## config.mk

```make
export PLATFORM = sky130hd
export DESIGN_NAME = timestamped_line_block_packer_core
export DESIGN_NICKNAME = d
export VERILOG_FILES = /design/src/hw/rtl/tlbp_pkg.sv /design/src/hw/rtl/tlbp_front.sv /design/src/hw/rtl/tlbp_queue.sv /design/src/hw/rtl/tlbp_back.sv /design/src/hw/rtl/timestamped_line_block_packer_core.sv
export SDC_FILE = /design/constraint.sdc
export NUM_CORES = 1
export LEC_CHECK = 0
export BUFFER_PORTS_ARGS = -buffer_cell sky130_fd_sc_hd__buf_4
export CORE_UTILIZATION = 59
export DETAILED_ROUTE_END_ITERATION = 16
export MAX_ROUTING_LAYER = met4
export PLACE_DENSITY = 0.85
export SYNTH_ARGS = -nofsm -noshare
export SYNTH_HDL_FRONTEND = slang
export SYNTH_SLANG_ARGS = --single-unit
```

## constraint.sdc

```tcl
create_clock -name clock -period 5.55 [get_ports clock]
set_input_delay 0 -clock clock [delete_from_list [all_inputs] [get_ports clock]]
set_output_delay 0 -clock clock [all_outputs]
set_load 0.05 [all_outputs]
```

## src/hw/rtl/tlbp_pkg.sv

```systemverilog
// Shared types, character codes and time-mark helpers for the line block packer.
`default_nettype none

package tlbp_pkg;

   localparam int BLOCK_BYTES_DEF = 512;
   localparam int QUEUE_DEPTH_DEF = 4;

   localparam logic [15:0] FLUSH_TIMEOUT_RST = 16'd1000;
   localparam logic [15:0] IDLE_MAX          = 16'hFFFF;

   // register index taken from paddr[2]
   localparam logic REG_FLUSH_TIMEOUT = 1'b0;

   localparam logic [1:0] KIND_BYTE  = 2'd0;
   localparam logic [1:0] KIND_TICK  = 2'd1;
   localparam logic [1:0] KIND_FLUSH = 2'd2;

   localparam logic [7:0] CH_CR    = 8'h0D;
   localparam logic [7:0] CH_LF    = 8'h0A;
   localparam logic [7:0] CH_SPACE = 8'h20;
   localparam logic [7:0] CH_OPEN  = 8'h28;
   localparam logic [7:0] CH_CLOSE = 8'h29;
   localparam logic [7:0] CH_COLON = 8'h3A;
   localparam logic [7:0] CH_ZERO  = 8'h30;

   // position of each byte in a line-end run: the line feed, then the time mark
   localparam logic [3:0] POS_DATA    = 4'd0;
   localparam logic [3:0] POS_OPEN    = 4'd1;
   localparam logic [3:0] POS_H_TENS  = 4'd2;
   localparam logic [3:0] POS_H_ONES  = 4'd3;
   localparam logic [3:0] POS_COLON_A = 4'd4;
   localparam logic [3:0] POS_M_TENS  = 4'd5;
   localparam logic [3:0] POS_M_ONES  = 4'd6;
   localparam logic [3:0] POS_COLON_B = 4'd7;
   localparam logic [3:0] POS_S_TENS  = 4'd8;
   localparam logic [3:0] POS_S_ONES  = 4'd9;
   localparam logic [3:0] POS_CLOSE   = 4'd10;
   localparam logic [3:0] POS_LAST    = 4'd11;

   typedef enum logic {
      OP_BYTE,
      OP_PAD
   } op_type;

   // digits[0] hour tens ... digits[5] second ones
   typedef struct packed {
      op_type          op;
      logic [7:0]      data;
      logic            line_end;
      logic            end_valid;
      logic [3:0]      end_idx;
      logic [5:0][3:0] digits;
      logic [9:0]      pad_len;
   } cmd_type;

   // two decimal digits of a value up to 63, tens in the upper nibble
   function automatic logic [7:0] two_digits(input logic [5:0] v);
      logic [3:0] tens;
      logic [5:0] ones;
      if (v >= 6'd60) begin
         tens = 4'd6;
      end else if (v >= 6'd50) begin
         tens = 4'd5;
      end else if (v >= 6'd40) begin
         tens = 4'd4;
      end else if (v >= 6'd30) begin
         tens = 4'd3;
      end else if (v >= 6'd20) begin
         tens = 4'd2;
      end else if (v >= 6'd10) begin
         tens = 4'd1;
      end else begin
         tens = 4'd0;
      end
      ones = v - (6'(tens) * 6'd10);
      return {tens, ones[3:0]};
   endfunction

   function automatic logic [7:0] mark_char(input logic [3:0] pos,
                                            input logic [5:0][3:0] digits);
      logic [7:0] ch;
      case (pos)
         POS_OPEN:    ch = CH_OPEN;
         POS_H_TENS:  ch = CH_ZERO + 8'(digits[0]);
         POS_H_ONES:  ch = CH_ZERO + 8'(digits[1]);
         POS_COLON_A: ch = CH_COLON;
         POS_M_TENS:  ch = CH_ZERO + 8'(digits[2]);
         POS_M_ONES:  ch = CH_ZERO + 8'(digits[3]);
         POS_COLON_B: ch = CH_COLON;
         POS_S_TENS:  ch = CH_ZERO + 8'(digits[4]);
         POS_S_ONES:  ch = CH_ZERO + 8'(digits[5]);
         POS_CLOSE:   ch = CH_CLOSE;
         default:     ch = CH_SPACE;
      endcase
      return ch;
   endfunction

endpackage

`default_nettype wire

```

## src/hw/rtl/tlbp_front.sv

```systemverilog
// Front end: accepts input transactions, tracks fill and idle state, issues commands.
`default_nettype none

module tlbp_front #(
   parameter int BLOCK_BYTES = tlbp_pkg::BLOCK_BYTES_DEF
) (
   input  wire logic              clock,
   input  wire logic              reset,
   input  wire logic              in_valid,
   input  wire logic [1:0]        kind,
   input  wire logic [7:0]        data_byte,
   input  wire logic [4:0]        hour,
   input  wire logic [5:0]        minute,
   input  wire logic [5:0]        second,
   input  wire logic [15:0]       flush_timeout,
   input  wire logic              queue_full,
   output logic                   push,
   output tlbp_pkg::cmd_type      cmd
);

   localparam int FW = $clog2(BLOCK_BYTES);
   localparam logic [FW:0] BLOCK_LEN  = (FW+1)'(BLOCK_BYTES);
   localparam logic [FW:0] RUN_LONG   = (FW+1)'(12);
   localparam logic [FW:0] RUN_SHORT  = (FW+1)'(1);

   logic [FW-1:0] fill_ff, fill_in;
   logic          prev_cr_ff, prev_cr_in;
   logic [15:0]   idle_ff, idle_in;
   logic [15:0]   idle_inc;
   logic [FW:0]   room;
   logic [FW:0]   run_len;
   logic          line_end;
   logic          accept;
   logic          issue;
   logic [7:0]    hd, md, sd;

   assign accept   = in_valid && !queue_full;
   assign room     = BLOCK_LEN - {1'b0, fill_ff};
   assign line_end = prev_cr_ff && (data_byte == tlbp_pkg::CH_LF);
   assign run_len  = line_end ? RUN_LONG : RUN_SHORT;
   assign idle_inc = (idle_ff == tlbp_pkg::IDLE_MAX) ? idle_ff : idle_ff + 16'd1;
   assign hd = tlbp_pkg::two_digits({1'b0, hour});
   assign md = tlbp_pkg::two_digits(minute);
   assign sd = tlbp_pkg::two_digits(second);

   always_comb begin
      fill_in    = fill_ff;
      prev_cr_in = prev_cr_ff;
      idle_in    = idle_ff;
      issue      = 1'b0;
      cmd.op        = tlbp_pkg::OP_BYTE;
      cmd.data      = data_byte;
      cmd.line_end  = line_end;
      cmd.end_valid = 1'b0;
      cmd.end_idx   = 4'd0;
      cmd.digits    = {sd[3:0], sd[7:4], md[3:0], md[7:4], hd[3:0], hd[7:4]};
      cmd.pad_len   = 10'(room);
      case (kind)
         tlbp_pkg::KIND_BYTE: begin
            issue = 1'b1;
            // a block closes at most once per run since blocks exceed the run
            if (room <= run_len) begin
               cmd.end_valid = 1'b1;
               cmd.end_idx   = 4'(room - RUN_SHORT);
               fill_in       = FW'(run_len - room);
            end else begin
               fill_in = FW'({1'b0, fill_ff} + run_len);
            end
            idle_in    = 16'd0;
            prev_cr_in = (data_byte == tlbp_pkg::CH_CR);
         end
         tlbp_pkg::KIND_TICK: begin
            idle_in = idle_inc;
            if ((idle_inc > flush_timeout) && (fill_ff != '0)) begin
               issue   = 1'b1;
               cmd.op  = tlbp_pkg::OP_PAD;
               fill_in = '0;
            end
         end
         tlbp_pkg::KIND_FLUSH: begin
            if (fill_ff != '0) begin
               issue   = 1'b1;
               cmd.op  = tlbp_pkg::OP_PAD;
               fill_in = '0;
            end
         end
         default: begin
         end
      endcase
   end

   assign push = accept && issue;

   always_ff @(posedge clock) begin
      if (reset) begin
         fill_ff    <= '0;
         prev_cr_ff <= 1'b0;
         idle_ff    <= 16'd0;
      end else if (accept) begin
         fill_ff    <= fill_in;
         prev_cr_ff <= prev_cr_in;
         idle_ff    <= idle_in;
      end
   end

endmodule

`default_nettype wire

```

## src/hw/rtl/tlbp_queue.sv

```systemverilog
// Short command queue between the front and back ends.
`default_nettype none

module tlbp_queue #(
   parameter int DEPTH = tlbp_pkg::QUEUE_DEPTH_DEF
) (
   input  wire logic              clock,
   input  wire logic              reset,
   input  wire logic              push,
   input  wire tlbp_pkg::cmd_type push_data,
   input  wire logic              pop,
   output tlbp_pkg::cmd_type      head,
   output logic                   empty,
   output logic                   full
);

   localparam int AW = (DEPTH > 1) ? $clog2(DEPTH) : 1;
   localparam int CW = $clog2(DEPTH + 1);
   localparam logic [AW-1:0] PTR_LAST = AW'(DEPTH - 1);
   localparam logic [CW-1:0] COUNT_FULL = CW'(DEPTH);

   tlbp_pkg::cmd_type slot_ff [DEPTH];
   logic [AW-1:0] wr_ptr_ff, rd_ptr_ff;
   logic [CW-1:0] count_ff;
   logic          do_push, do_pop;

   assign empty   = (count_ff == '0);
   assign full    = (count_ff == COUNT_FULL);
   assign do_push = push && !full;
   assign do_pop  = pop && !empty;
   assign head    = slot_ff[rd_ptr_ff];

   always_ff @(posedge clock) begin
      if (reset) begin
         wr_ptr_ff <= '0;
         rd_ptr_ff <= '0;
         count_ff  <= '0;
      end else begin
         if (do_push) begin
            wr_ptr_ff <= (wr_ptr_ff == PTR_LAST) ? '0 : wr_ptr_ff + AW'(1);
         end
         if (do_pop) begin
            rd_ptr_ff <= (rd_ptr_ff == PTR_LAST) ? '0 : rd_ptr_ff + AW'(1);
         end
         if (do_push && !do_pop) begin
            count_ff <= count_ff + CW'(1);
         end else if (do_pop && !do_push) begin
            count_ff <= count_ff - CW'(1);
         end
      end
   end

   always_ff @(posedge clock) begin
      if (do_push) begin
         slot_ff[wr_ptr_ff] <= push_data;
      end
   end

endmodule

`default_nettype wire

```

## src/hw/rtl/tlbp_back.sv

```systemverilog
// Back end: expands queued commands into result transactions, one per cycle while out_stall is low.
`default_nettype none

module tlbp_back (
   input  wire logic              clock,
   input  wire logic              reset,
   input  wire tlbp_pkg::cmd_type head,
   input  wire logic              empty,
   output logic                   pop,
   output logic                   out_valid,
   input  wire logic              out_stall,
   output logic [7:0]             out_byte,
   output logic [9:0]             repeat_res,
   output logic                   block_end,
   output logic                   last
);

   logic       valid_ff;
   logic [3:0] pos_ff;
   logic [7:0] byte_ff, byte_in;
   logic [9:0] repeat_ff, repeat_in;
   logic       end_ff, end_in;
   logic       last_ff, last_in;
   logic       advance;
   logic       take;
   logic       is_pad;

   assign advance = !valid_ff || !out_stall;
   assign take    = advance && !empty;
   assign is_pad  = (head.op == tlbp_pkg::OP_PAD);

   always_comb begin
      if (is_pad) begin
         byte_in   = tlbp_pkg::CH_SPACE;
         repeat_in = head.pad_len;
         end_in    = 1'b1;
         last_in   = 1'b1;
      end else begin
         byte_in   = (pos_ff == tlbp_pkg::POS_DATA) ? head.data
                                                   : tlbp_pkg::mark_char(pos_ff, head.digits);
         repeat_in = 10'd1;
         end_in    = head.end_valid && (head.end_idx == pos_ff);
         last_in   = !head.line_end || (pos_ff == tlbp_pkg::POS_LAST);
      end
   end

   assign pop = take && last_in;

   always_ff @(posedge clock) begin
      if (reset) begin
         valid_ff <= 1'b0;
         pos_ff   <= tlbp_pkg::POS_DATA;
      end else begin
         if (advance) begin
            valid_ff <= !empty;
         end
         if (take) begin
            pos_ff <= last_in ? tlbp_pkg::POS_DATA : pos_ff + 4'd1;
         end
      end
   end

   always_ff @(posedge clock) begin
      if (take) begin
         byte_ff   <= byte_in;
         repeat_ff <= repeat_in;
         end_ff    <= end_in;
         last_ff   <= last_in;
      end
   end

   assign out_valid  = valid_ff;
   assign out_byte   = byte_ff;
   assign repeat_res = repeat_ff;
   assign block_end  = end_ff;
   assign last       = last_ff;

endmodule

`default_nettype wire

```

## src/hw/rtl/timestamped_line_block_packer_core.sv

```systemverilog
// Top level of the timestamped line block packer: front end, command queue, back end, CSR.
//
// Input channel (req_*): one transaction per item; kind 0 is a log byte, 1 a tick,
// 2 a power-loss flush, 3 is ignored. hour/minute/second feed the time mark.
// Result channel (rsp_*): one transaction per emitted byte run. A byte yields one
// result; a CR followed by LF yields twelve (the LF and "(HH:MM:SS) "); a padding
// flush yields one space run whose rsp_repeat_res closes the block. rsp_last marks
// the final result of an item, rsp_block_end the result that completes a block.
// With the queue empty, an accepted item is first written into the command queue and
// then loaded into the back end's output register, which raises rsp_valid.
// Throughput: one result per cycle while rsp_stall is low, set by the back end's output
// register, so a line end occupies the back end for twelve results and a plain byte for
// one. The front end takes one item per cycle while the command queue has room.
// Stall: while rsp_stall is high the result register holds; the queue fills and
// then req_stall rises. Items that cause no result never enter the queue.
// Reset (synchronous): clears fill, idle count, CR flag and queue; flush_timeout
// returns to 1000. CSR: register 0 at byte address 0 is flush_timeout; pready is
// always high; write only while the block is idle.
`default_nettype none

module timestamped_line_block_packer_core #(
   parameter int BLOCK_BYTES = tlbp_pkg::BLOCK_BYTES_DEF,
   parameter int QUEUE_DEPTH = tlbp_pkg::QUEUE_DEPTH_DEF
) (
   input  wire logic        clock,
   input  wire logic        reset,
   // input channel
   input  wire logic        req_valid,
   output logic             req_stall,
   input  wire logic [1:0]  req_kind,
   input  wire logic [7:0]  req_data_byte,
   input  wire logic [4:0]  req_hour,
   input  wire logic [5:0]  req_minute,
   input  wire logic [5:0]  req_second,
   // result channel
   output logic             rsp_valid,
   input  wire logic        rsp_stall,
   output logic [7:0]       rsp_out_byte,
   output logic [9:0]       rsp_repeat_res,
   output logic             rsp_block_end,
   output logic             rsp_last,
   // configuration port
   input  wire logic        psel,
   input  wire logic        penable,
   input  wire logic        pwrite,
   input  wire logic [2:0]  paddr,
   input  wire logic [31:0] pwdata,
   output logic [31:0]      prdata,
   output logic             pready
);

   logic [15:0]       flush_timeout_ff;
   logic              cfg_write;
   logic              q_push, q_pop, q_empty, q_full;
   tlbp_pkg::cmd_type q_in, q_head;

   // CSR: one register, index taken from paddr[2]
   assign pready    = 1'b1;
   assign cfg_write = psel && penable && pwrite
                      && (paddr[2] == tlbp_pkg::REG_FLUSH_TIMEOUT);
   assign prdata    = (paddr[2] == tlbp_pkg::REG_FLUSH_TIMEOUT) ?
                      {16'd0, flush_timeout_ff} : 32'd0;

   always_ff @(posedge clock) begin
      if (reset) begin
         flush_timeout_ff <= tlbp_pkg::FLUSH_TIMEOUT_RST;
      end else if (cfg_write) begin
         flush_timeout_ff <= pwdata[15:0];
      end
   end

   // hold off the source whenever the queue cannot take a command
   assign req_stall = q_full;

   tlbp_front #(
      .BLOCK_BYTES(BLOCK_BYTES)
   ) u_front (
      .clock        (clock),
      .reset        (reset),
      .in_valid     (req_valid),
      .kind         (req_kind),
      .data_byte    (req_data_byte),
      .hour         (req_hour),
      .minute       (req_minute),
      .second       (req_second),
      .flush_timeout(flush_timeout_ff),
      .queue_full   (q_full),
      .push         (q_push),
      .cmd          (q_in)
   );

   tlbp_queue #(
      .DEPTH(QUEUE_DEPTH)
   ) u_queue (
      .clock    (clock),
      .reset    (reset),
      .push     (q_push),
      .push_data(q_in),
      .pop      (q_pop),
      .head     (q_head),
      .empty    (q_empty),
      .full     (q_full)
   );

   // expand each command into its results, advancing only when the output drains
   tlbp_back u_back (
      .clock     (clock),
      .reset     (reset),
      .head      (q_head),
      .empty     (q_empty),
      .pop       (q_pop),
      .out_valid (rsp_valid),
      .out_stall (rsp_stall),
      .out_byte  (rsp_out_byte),
      .repeat_res(rsp_repeat_res),
      .block_end (rsp_block_end),
      .last      (rsp_last)
   );

`ifndef NO_ASSERTIONS
   // a run longer than one byte is always a closing space pad
   a_pad_shape: assert property (@(posedge clock) disable iff (reset)
      rsp_valid && (rsp_repeat_res != 10'd1) |->
         (rsp_out_byte == tlbp_pkg::CH_SPACE) && rsp_block_end && rsp_last)
      else $error("multi-byte run is not a closing pad");

   // results of one item follow without gaps once the receiver takes them
   a_run_no_gap: assert property (@(posedge clock) disable iff (reset)
      rsp_valid && !rsp_last && !rsp_stall |=> rsp_valid)
      else $error("gap inside the results of one item");

   // a command is only retired from a non-empty queue
   a_pop_nonempty: assert property (@(posedge clock) disable iff (reset)
      q_pop |-> !q_empty)
      else $error("pop from empty command queue");

   // an accepted byte always leaves a command behind
   a_byte_queued: assert property (@(posedge clock) disable iff (reset)
      req_valid && !req_stall && (req_kind == tlbp_pkg::KIND_BYTE) |=> !q_empty)
      else $error("accepted byte produced no command");
`endif

endmodule

`default_nettype wire
```

# [After elaboration in Yosys (flattened, before gate mapping)]
# Memory sizes are Yosys's and may differ from the RTL's. A register that Yosys moved wholly into a read port is not among the register bits.
# Index checks and enable logic that the tools add are counted.
[word_totals] reg_bits=74 ramBits=196 inputBits=69 out_inout_bits=55 n_memories=1
[op_classes] add_sub_neg=19 multipliers=3 order_cmp=20 eq_ne=22 mux=44 n_bitwise=1 reduce_logical=34
[memory_table] memory="u_queue.slot_ff" words=4 word_bits=49 read_ports=1 rd_clocked_by_memory_dff=1 write_ports=1 line="tlbp_queue.sv:22" text="tlbp_pkg::cmd_type slot_ff [DEPTH];"
[ops] op="$pmux W8 S9" count=1
[ops] op="$mux W4" count=17
[ops] op="$add A6 B4 Y7 const A" count=6
[ops] op="$ge A6 B6 Y1 const B" count=6
[ops] op="$mux W16" count=2
[ops] op="$pmux W16 S2" count=1
[ops] op="$mux W9" count=3
[ops] op="$pmux W9 S3" count=1
[ops] op="$ge A6 B5 Y1 const B" count=4
[ops] op="$ge A5 B6 Y1 const B" count=3
[ops] op="$add A16 B1 Y16 const B" count=1
[ops] op="$eq A16 B16 Y1 const B" count=1
[ops] op="$eq A4 B3 Y1 const B" count=4
[ops] op="$eq A4 B4 Y1 const B" count=4
[ops] op="$eq A8 B4 Y1 const B" count=2
[ops] op="$gt A16 B16 Y1" count=1
[ops] op="$logic_and A1 B1 Y1" count=14
[ops] op="$ge A6 B4 Y1 const B" count=2
[ops] op="$mul A4 B3 Y3 const B" count=3
[ops] op="$sub A4 B4 Y4" count=3
[ops] op="$ge A5 B5 Y1 const B" count=2
[ops] op="$le A10 B4 Y1" count=1
[ops] op="$mux W5" count=2
[ops] op="$sub A10 B9 Y10 const A" count=1
[ops] op="33 further kinds" count=58

# [Logic depth before layout (Yosys ltp)]
# Gate-level depths: netlist of run 1.
[logic_depth] depth_word=12 ltp_mapped=18 mapped_depth_nobuf=18

# [Cells and area by module]
# Synthesis of run 1 repeated with hierarchy kept, for this count alone.
[unflattened] hier_cells=957 area_unflattened_um2=12951.2
[modules_own_cells] mod="tlbp_queue" instances=1 cells_per_inst=306 area_each_um2=7563.5
[modules_own_cells] mod="tlbp_front" instances=1 cells_per_inst=416 area_each_um2=3051.7
[modules_own_cells] mod="tlbp_back" instances=1 cells_per_inst=129 area_each_um2=1378.8
[modules_own_cells] mod="timestamped_line_block_packer_core" instances=1 cells_per_inst=106 area_each_um2=957.2

# [Worst setup path after synthesis of run 1]
# Ideal clock, no wire load.
[synth_timing] kind="reg-to-reg" start="register u_front.idle_ff[3]" end="memory u_queue.slot_ff[3][0] in the netlist's numbering, enable pin" setup_ps=407 arrival_ps=4379 path_slack_ps=764 path_stages_with_launch=14 path_buffers=1 period_less_slack_ps=4786 cell_sequence="dfxtp_1 -> clkbuf_1 -> nand3_1 -> nor3_1 -> a21oi_1 -> and4_1 -> xor2_1 -> ha_1 -> nand4_1 -> nor4_1 -> o21ai_0 -> a31o_2 -> o32ai_2 -> and2_1"
[synth_via] elab_chain_len=10 word_cells_on_any_way=11
[synth_rtl] element="from (decl)" line="tlbp_front.sv:28" text="logic [15:0] idle_ff, idle_in;"
[synth_rtl] element="from (signal assigned)" line="tlbp_front.sv:102" text="idle_ff <= idle_in;"
[synth_rtl] element="$add A16 B1 Y16 or $eq A16 B16 Y1 (tied branches)" line="tlbp_front.sv:41" text="assign idle_inc = (idle_ff == tlbp_pkg::IDLE_MAX) ? idle_ff : idle_ff + 16'd1;"
[synth_rtl] element="$mux W16 *" line="tlbp_front.sv:41"
[synth_rtl] element="$gt A16 B16 Y1 *" line="tlbp_front.sv:74" text="if ((idle_inc > flush_timeout) && (fill_ff != '0)) begin"
[synth_rtl] element="$logic_and A1 B1 Y1 *" line="tlbp_front.sv:74"
[synth_rtl] element="$mux W1 *" line="tlbp_front.sv:74"
[synth_rtl] element="$pmux W1 S3 *" line="tlbp_front.sv:58" text="case (kind)"
[synth_rtl] element="$logic_and A1 B1 Y1 *" line="tlbp_front.sv:92" text="assign push = accept && issue;"
[synth_rtl] element="$logic_and A1 B1 Y1 *" line="tlbp_queue.sv:29" text="assign do_push = push && !full;"
[synth_rtl] element="named net u_queue.do_push" line="tlbp_queue.sv:25" text="logic do_push, do_pop;"
[synth_rtl] element="$mux W1 *" line="tlbp_queue.sv:54" text="if (do_push) begin"
[synth_rtl] element="$mux W1 (implied by the code) *" line="tlbp_queue.sv:55" text="slot_ff[wr_ptr_ff] <= push_data;"
[synth_rtl] element="to (decl)" line="tlbp_queue.sv:22"
# Mark *: on every way through the listed nets, which the timed path passes. The rest lies on a longest branch.

# [Worst setup path in the final report of run 1]
[layout_timing] start="register u_front.idle_ff[0]" end="register u_queue.count_ff[2]"
[layout_via] elab_chain_len=11 word_cells_on_any_way=14
[layout_rtl] element="$add A16 B1 Y16 or $eq A16 B16 Y1 (tied branches)" line="tlbp_front.sv:41"
[layout_rtl] element="$mux W16 *" line="tlbp_front.sv:41"
[layout_rtl] element="$gt A16 B16 Y1 *" line="tlbp_front.sv:74"
[layout_rtl] element="$logic_and A1 B1 Y1 *" line="tlbp_front.sv:74"
[layout_rtl] element="$mux W1 *" line="tlbp_front.sv:74"
[layout_rtl] element="$pmux W1 S3 *" line="tlbp_front.sv:58"
[layout_rtl] element="$logic_and A1 B1 Y1 *" line="tlbp_front.sv:92"
[layout_rtl] element="$logic_and A1 B1 Y1 *" line="tlbp_queue.sv:29"
[layout_rtl] element="named net u_queue.do_push" line="tlbp_queue.sv:25"
[layout_rtl] element="$logic_not A1 Y1" line="tlbp_queue.sv:47" text="end else if (do_pop && !do_push) begin"
[layout_rtl] element="$logic_and A1 B1 Y1" line="tlbp_queue.sv:47"
[layout_rtl] element="$reduce_bool A2 Y1 (no source line)"
[layout_rtl] element="to (signal assigned)" line="tlbp_queue.sv:46" text="count_ff <= count_ff + CW'(1);"
[layout_rtl] element="to (signal assigned)" line="tlbp_queue.sv:48" text="count_ff <= count_ff - CW'(1);"
[layout_rtl] element="to (decl)" line="tlbp_queue.sv:24" text="logic [CW-1:0] count_ff;"
# Marked as above.
# A chain may end at the register's enable or synchronous reset.

==> impl_metrics.csv, run 1 <==
group,metric,value,unit
outcome,status,"finished, final reports clean",
finish,fillCellCount,1219,
routing,ant_nets,0,
setup_path,crit_top_cell,"ha_1",
floorplanning,start_util,60.09,%
setup_path,crit_buf_inv,2,
routing,drt-initial-drc-count,712,
global_routing,track_usage,26.70,%
global_routing,gr-total-overflow,0,
setup_path,critPathMaxFanout,7,
pwr,p_per_area,381.6,nW/um^2
routing,routed_wl,27.22,mm
sta,worst_pin_slew,868.0,ps
floorplanning,row_count,52,
finish,fin_area,14440,um^2
finish,n_antenna_cell,0,
pwr,p_leak,5.340,nW
sta,setup_tns,0,ps
routing,drc,0,
clocking,clock_latency,530,ps
clocking,htreeDepth,1,
floorplanning,core,20230,um^2
global_routing,antenna_found_initial,0,
sta,finalCritPeriodShare,89.26,%
yosys,syn_inst,931,
yosys,yosys.area.top_type,"edfxtp_1",
sta,hold_viol,0,
yosys,ys_seq_area_share,58.62,%
yosys,yosys-top-cells-area,"edfxtp_1 49%, dfxtp_1 9.2%, mux4_2 8.2%",
yosys,ys.flop_type,"edfxtp_1",
yosys,synth_common_cells,"200 x edfxtp_1, 71 x nor2_1, 62 x nand2_1, 56 x dfxtp_1, 56 x inv_1",
placement,gp_congestion,0.9270,
placement,place_area,13050,um^2
sta,setup_violations,0,
yosys,yosysUniqueCellTypes,73,
global_routing,grt_first_pass_wirelength,43.17,mm
sta,grt_setup_unrepaired,"false",
pwr,p_int,3.823,mW
clocking,clock_sinks,256,
placement,numPortBuffers,88,
finish,area_delta_synth_final,18.74,%
finish,fin_util,71.35,%
floorplanning,num_io_pins,124,
routing,firstDrtPassIters,7,
routing,dr_total_vias,8320,
sta,slew_headroom,41.92,%
hold_path,hp-class,"in2reg",
placement,place_ws,731.5,ps
sta,min_period,4954,ps
setup_path,worstPathCellList,"ha_1 > nand2_1 > nor3_1 > buf_4 > a21oi_1 > and4_1 > xor2_1 > ha_1 > nand4_1 > nor4_1 > o21ai_0 > a31o_2 > o32ai_2 > ha_1 > inv_1 > fa_1 > xor2_1 > or3_1 > a21oi_1",
yosys,synth_top_cell_area_share,49.40,%
sta,fin_ws,595.9,ps
finish,seq_area,7129,um^2
yosys,syn_avg_cell_area,13.06,um^2
sta,drv_slew,0,
yosys,ys_seq_elements,256,
setup_path,r2r_start,"u_front.idle_ff[0]$_SDFFE_PP0P_",
clocking,post_cts_resized,0,
yosys,synth_edf_count,200,
sta,clock.fmax,201.9,MHz
setup_path,cp_slowest_cell,"nor4_1",
pwr,pwr-share-seq,42.6,%
clocking,cts_tree,"built",
hold_path,hp-start,"req_minute[1]",
clocking,clk_pin_slew,60,ps
clocking,cts_buffers,27,
clocking,root_buffer,"clkbuf_16",
setup_path,cpPeakStageDelay,480,ps
setup_path,critPathLaunch,"u_front.idle_ff[0]$_SDFFE_PP0P_",
yosys,yosysMostFrequentCell,"edfxtp_1",
pwr,vdd.ir_drop.worst,0.2852,mV
floorplanning,die-area,21180,um^2
global_routing,grt_pass1_vias,8377,
floorplanning,die_h,145.6,um
setup_path,cp.required,5990,ps
placement,hpwl,16.58,mm
setup_path,critical_path_arrival,5400,ps
finish,multi_input_area,4593,um^2
yosys,async_reset_ff_share,0,%
yosys,yosysWarnings,0,
setup_path,critical-path-top-delay-family,"compound AO/OA/AOI/OAI gates",
pwr,p_sw,1.686,mW
finish,final_layout_size_suffix_gt1_share,19.17,%
sta,fin_skew,20.26,ps
setup_path,crit_type,"reg2reg",
setup_path,cp-end-kind,"flip-flop",
pwr,comb_power_share,25.4,%
pwr,pwr-share-clk,31.9,%
flow_run,cap_violations,0,
clocking,clk_path_buf_depth,3,
yosys,netlist_area,12160,um^2
setup_path,cp-start-kind,"flip-flop",
routing,wl_per_cell,20.01,um
floorplanning,dieWidth,145.6,um
finish,fin_nets,1192,
routing,post_drt_via_cell_ratio,6.118,
pwr,p_sw_share,30.60,%
global_routing,grt_max_degree,47,
## layout by cell type (no fill, tap or decap), drive strengths merged, types with 24 or more instances in the layout
cell         count
a21oi           44
buf            101
clkbuf          31
dfxtp           56
dlygate4sd3     52
edfxtp         200
ha              49
inv             57
mux4            44
nand2           62
nor2            71
nor2b           26
o21ai           24
xnor2           25
## state kept, by name (all words and copies together) (netlist names), named ones only
register            count
flush_timeout_ff       16
u_back.block_end        1
u_back.last             1
u_back.out_byte         8
u_back.out_valid        1
u_back.pos_ff           4
u_back.repeat_res      10
u_front.fill_ff         9
u_front.idle_ff        16
u_front.prev_cr_ff      1
u_queue.count_ff        3
u_queue.rd_ptr_ff       2
u_queue.slot_ff       180
u_queue.wr_ptr_ff       2
## cells by family after synthesis
kind of cell / Yosys count / share of synthesized area (%)
buffers and inverters: 113 / 4.137
AND/OR/NAND/NOR: 255 / 10.47
XOR/XNOR: 38 / 2.737
multiplexers: 61 / 9.602
adder cells (fa/ha/maj): 54 / 5.701
flip-flops: 256 / 58.62
other: 2 / 0.06177
AO/OA/AOI/OAI: 152 / 8.676
## worst reg2reg max path: stages, from the launching register on
cell and delay, ps:
dfxtp_1 350, ha_1 230, nand2_1 140, nor3_1 80, buf_4 160, a21oi_1 440, and4_1 290, xor2_1 90
ha_1 320, nand4_1 130, nor4_1 480, o21ai_0 250, a31o_2 320, o32ai_2 280, ha_1 270, inv_1 70
fa_1 370, xor2_1 170, or3_1 300, a21oi_1 140
## power groups by stage
stage / Clock (mW) / Sequential (mW) / Combinational [mW]
after floorplan: 0 / 2.60 / 0.776
after global placement: 0 / 2.38 / 1.32
after detailed placement: 0 / 2.39 / 1.36
after CTS: 1.77 / 2.35 / 1.40
after global routing: 1.85 / 2.36 / 1.49
final: 1.76 / 2.35 / 1.40
## final timing paths
path,slack [ps],cells after the start,to
max reg2reg,600,19,u_queue.count_ff[2]$_SDFFE_PP0P_
min,40,4,u_queue.slot_ff[0][23]$_DFFE_PP_
min reg2reg,500,2,flip-flop
max,600,19,u_queue.count_ff[2]$_SDFFE_PP0P_
## per-stage QoR
stage	power [mW]	hold WS (ps)	instances
after floorplan	3.374	98.87	946
after global placement	3.697	205.2	1260
after detailed placement	3.748	205.2	1260
after CTS	5.530	27.91	1360
after global routing	5.709	59.17	1360
final	5.509	40.92	1360
## per-layer routing
layer	GRT usage, %	wire length (um)	up-vias
met3	3.480	1781	89
met1	32.09	10600	4067
met4	10.05	879	0
met2	46.15	13960	426
met5	-	0	-
li1	-	-	3738
## final cells by class
class | instances | share of cell area, %
flip-flops and latches | 256 | 49.38
multi-input cells | 577 | 31.82
repair buffers | 153 | 9.031
clock buffers | 31 | 4.784
well taps | 270 | 2.340
inverters | 56 | 1.456
clock inverters | 17 | 1.187
## what timing repair did
action                     in CTS  in global routing
setup buffers                   0                  0
setup endpoints to repair       0                  0
hold buffers                   52                  0
hold endpoints to repair      116                  0
No activity file was read; power rests on OpenSTA's default activity.
==> run 2: changes to the inputs <==
CORE_UTILIZATION = 60   (was 59)
PLACE_DENSITY = 0.86   (was 0.85)
SYNTH_HIERARCHICAL = 1   (was default)
==> impl_metrics.csv, run 2 <==
group,metric,value,unit
sta,clock.fmax,200.4,MHz
finish,area_delta_synth_final,15.25,%
yosys,yosysWarnings,6,
finish,largest_reg_flops,196,
placement,gp_congestion,0.8648,
yosys,synth_edf_count,216,
yosys,yosys-top-cells-area,"edfxtp_1 50%, dfxtp_1 8.7%, mux4_2 8.2%",
global_routing,grt_first_pass_wirelength,43.50,mm
global_routing,grt_pass1_vias,8388,
routing,dr_total_vias,8268,
setup_path,cp-end-kind,"flip-flop",
clocking,clock_latency,530,ps
finish,n_antenna_cell,0,
yosys,syn_inst,957,
routing,top_layer,"met4",
routing,drt-met1-wl,10.76,mm
floorplanning,dieWidth,148.9,um
setup_path,critPathMaxFanout,7,
setup_path,critPathLaunch,"u_front/idle_ff[0]$_SDFFE_PP0P_",
placement,hpwl,16.51,mm
pwr,pwr-share-clk,30.1,%
routing,routed_wl,27.74,mm
placement,place_area,13630,um^2
setup_path,critical_path_arrival,5440,ps
floorplanning,die_h,148.9,um
pwr,p_leak,5.414,nW
floorplanning,die-area,22180,um^2
floorplanning,row_count,53,
setup_path,r2r_start,"u_front/idle_ff[0]$_SDFFE_PP0P_",
finish,largest-register,"u_queue/slot_ff",
global_routing,antenna_found_initial,0,
yosys,yosysMostFrequentCell,"edfxtp_1",
sta,worst_hold_slack,39.89,ps
yosys,async_reset_ff_share,0,%
clocking,postCtsSetupBuffers,0,
pwr,p_int,4.167,mW
floorplanning,core,21090,um^2
routing,drt-initial-drc-count,790,
sta,fin_skew,16.34,ps
setup_path,crit_type,"reg2reg",
routing,ant_nets,0,
finish,layout_common_cells,"216 x edfxtp_1, 93 x buf_4, 55 x nor2_1, 55 x inv_1, 54 x dfxtp_1",
routing,firstDrtPassIters,6,
global_routing,track_usage,26.42,%
routing,dr_wl_met3,1.814,mm
outcome,status,"finished, final reports clean",
yosys,syn_avg_cell_area,13.53,um^2
sta,worst_pin_slew,990.3,ps
sta,setup_violations,0,
clocking,cts_buffers,28,
finish,fin_nets,1183,
finish,final_common_cell,"edfxtp_1",
setup_path,cp.required,6000,ps
setup_path,cp-start-kind,"flip-flop",
clocking,clock_sinks,272,
global_routing,gr-total-overflow,0,
pwr,p_per_area,405.2,nW/um^2
clocking,clk_path_buf_depth,3,
pwr,p_sw,1.881,mW
placement,dp_cells,1270,
sta,drv_slew,0,
routing,dr_wl_met2,14.30,mm
yosys,synth_common_cells,"216 x edfxtp_1, 56 x dfxtp_1, 55 x inv_1, 55 x nor2_1, 47 x mux4_2",
hold_path,hold-path-cell-count,4,
clocking,clk_pin_slew,60,ps
pwr,pwr-share-seq,42.7,%
hold_path,hp-start,"req_minute[1]",
sta,min_period,4990,ps
pwr,vdd.ir_drop.worst,0.1984,mV
sta,slew_headroom,33.37,%
finish,final_layout_size_suffix_gt1_share,18.99,%
sta,finalCritPeriodShare,89.90,%
pwr,p_sw_share,31.10,%
floorplanning,start_util,61.42,%
yosys,yosysUniqueCellTypes,76,
placement,numPortBuffers,88,
global_routing,grt_max_degree,66,
yosys,ys_seq_area_share,58.74,%
sta,grt_setup_unrepaired,"false",
pwr,comb_power_share,27.2,%
finish,reg_top3,"u_queue/slot_ff: 196 flops, flush_timeout_ff: 16 flops, u_front/idle_ff: 16 flops",
yosys,ys.flop_type,"edfxtp_1",
hold_path,hp-class,"in2reg",
floorplanning,num_io_pins,124,
clocking,htreeDepth,1,
yosys,ys_seq_elements,272,
routing,drc,0,
sta,hold_viol,0,
clocking,root_buffer,"clkbuf_16",
routing,wl_per_cell,20.40,um
finish,stdcell_count,1360,
routing,post_drt_via_cell_ratio,6.079,
yosys,synth_top_cell_area_share,50.08,%
clocking,cts_tree,"built",
setup_path,rr_worst_depth,21,
sta,setup_tns,0,ps
flow_run,cap_violations,0,
finish,fin_area,14930,um^2
yosys,yosys.area.top_type,"edfxtp_1",
yosys,netlist_area,12950,um^2
-- run 2: cell types whose count changed after synthesis, sizes merged, moves of 7 or more --
cell / change
nor2b: -7
nand2b: +26
mux2i: +7
nand2: -27
nor2: -15
buf: +28
edfxtp: +16
o211ai: -7
and2: +8
clkbuf: -8
o21ai: +16
-- run 2: cells by family after synthesis --
group	Yosys count	synth area share, %
and+or+nand+nor	240	10.09
AOI/OAI and AO/OA	150	7.526
other	3	0.08694
DFF	272	58.74
xor gates and xnor gates	39	2.637
buffers and inverters	133	5.671
adders and majority gates	49	4.946
muxes	71	10.31
-- run 2: path summary, 6_finish.rpt --
| kind | slack, ps | end |
|---|---|---|
| worst max-delay path | 560 | u_queue/count_ff[2]$_SDFFE_PP0P_ |
| worst min-delay path | 40 | u_queue/slot_ff[3][23]$_DFFE_PP_ |
| worst max register to register | 560 | u_queue/count_ff[2]$_SDFFE_PP0P_ |
| worst min register to register | 470 | u_front/idle_ff[7]$_SDFFE_PP0P_ |
-- run 2: worst max-delay path, cell delays in order, from the launching register on --
cell and delay, ps:
dfxtp_1 410, ha_1 250, nand2_1 130, nor3_1 250, buf_4 180, and2_0 260
nand3_1 160, xnor2_1 160, ha_1 300, nand4_1 170, a2111o_1 440, a41oi_1 260
a22oi_1 140, a21oi_2 280, inv_1 80, nor2_1 180, ha_1 210, inv_1 60
fa_1 380, xor2_1 160, or3_1 300, a21oi_1 140
-- run 2: stage by stage --
step / util [%] / total power [mW] / setup WS, ps
after floorplan: - / 3.811 / 594.4
after global placement: 64.63 / 4.142 / 641.9
after detailed placement: 64.63 / 4.206 / 516.0
after CTS: 70.77 / 6.061 / 465.3
after global routing: 70.78 / 6.271 / 15.53
final: 70.78 / 6.049 / 560.3
-- run 2: layout make-up --
class                      count  area (um^2)
tap                          275        344.1
clock buffer                  38        759.5
clock inverter                11        125.1
sequential                   272         7612
inverter                      56        211.5
fill                        1296         6161
timing repair buffer         138         1189
multi-input combinational    570         4686
-- run 2: per-layer routing --
metal,GRT usage (%),vias up
met5,-,-
met4,9.796,0
met3,3.609,78
met2,45.67,400
met1,31.57,4056
li1,-,3734
-- run 2: power by group through the flow --
stage	Clock, mW	Combinational, mW	Sequential [mW]
after floorplan	0	0.951	2.86
after global routing	1.92	1.75	2.61
after detailed placement	0	1.58	2.63
final	1.82	1.65	2.58
after global placement	0	1.53	2.61
after CTS	1.83	1.64	2.59
-- run 2: timing repair --
item                                    in CTS  in global routing
hold endpoints to repair                   112                  0
resized for setup                            0                  1
endpoints found under the setup margin       0                  1
hold buffers                                41                  0
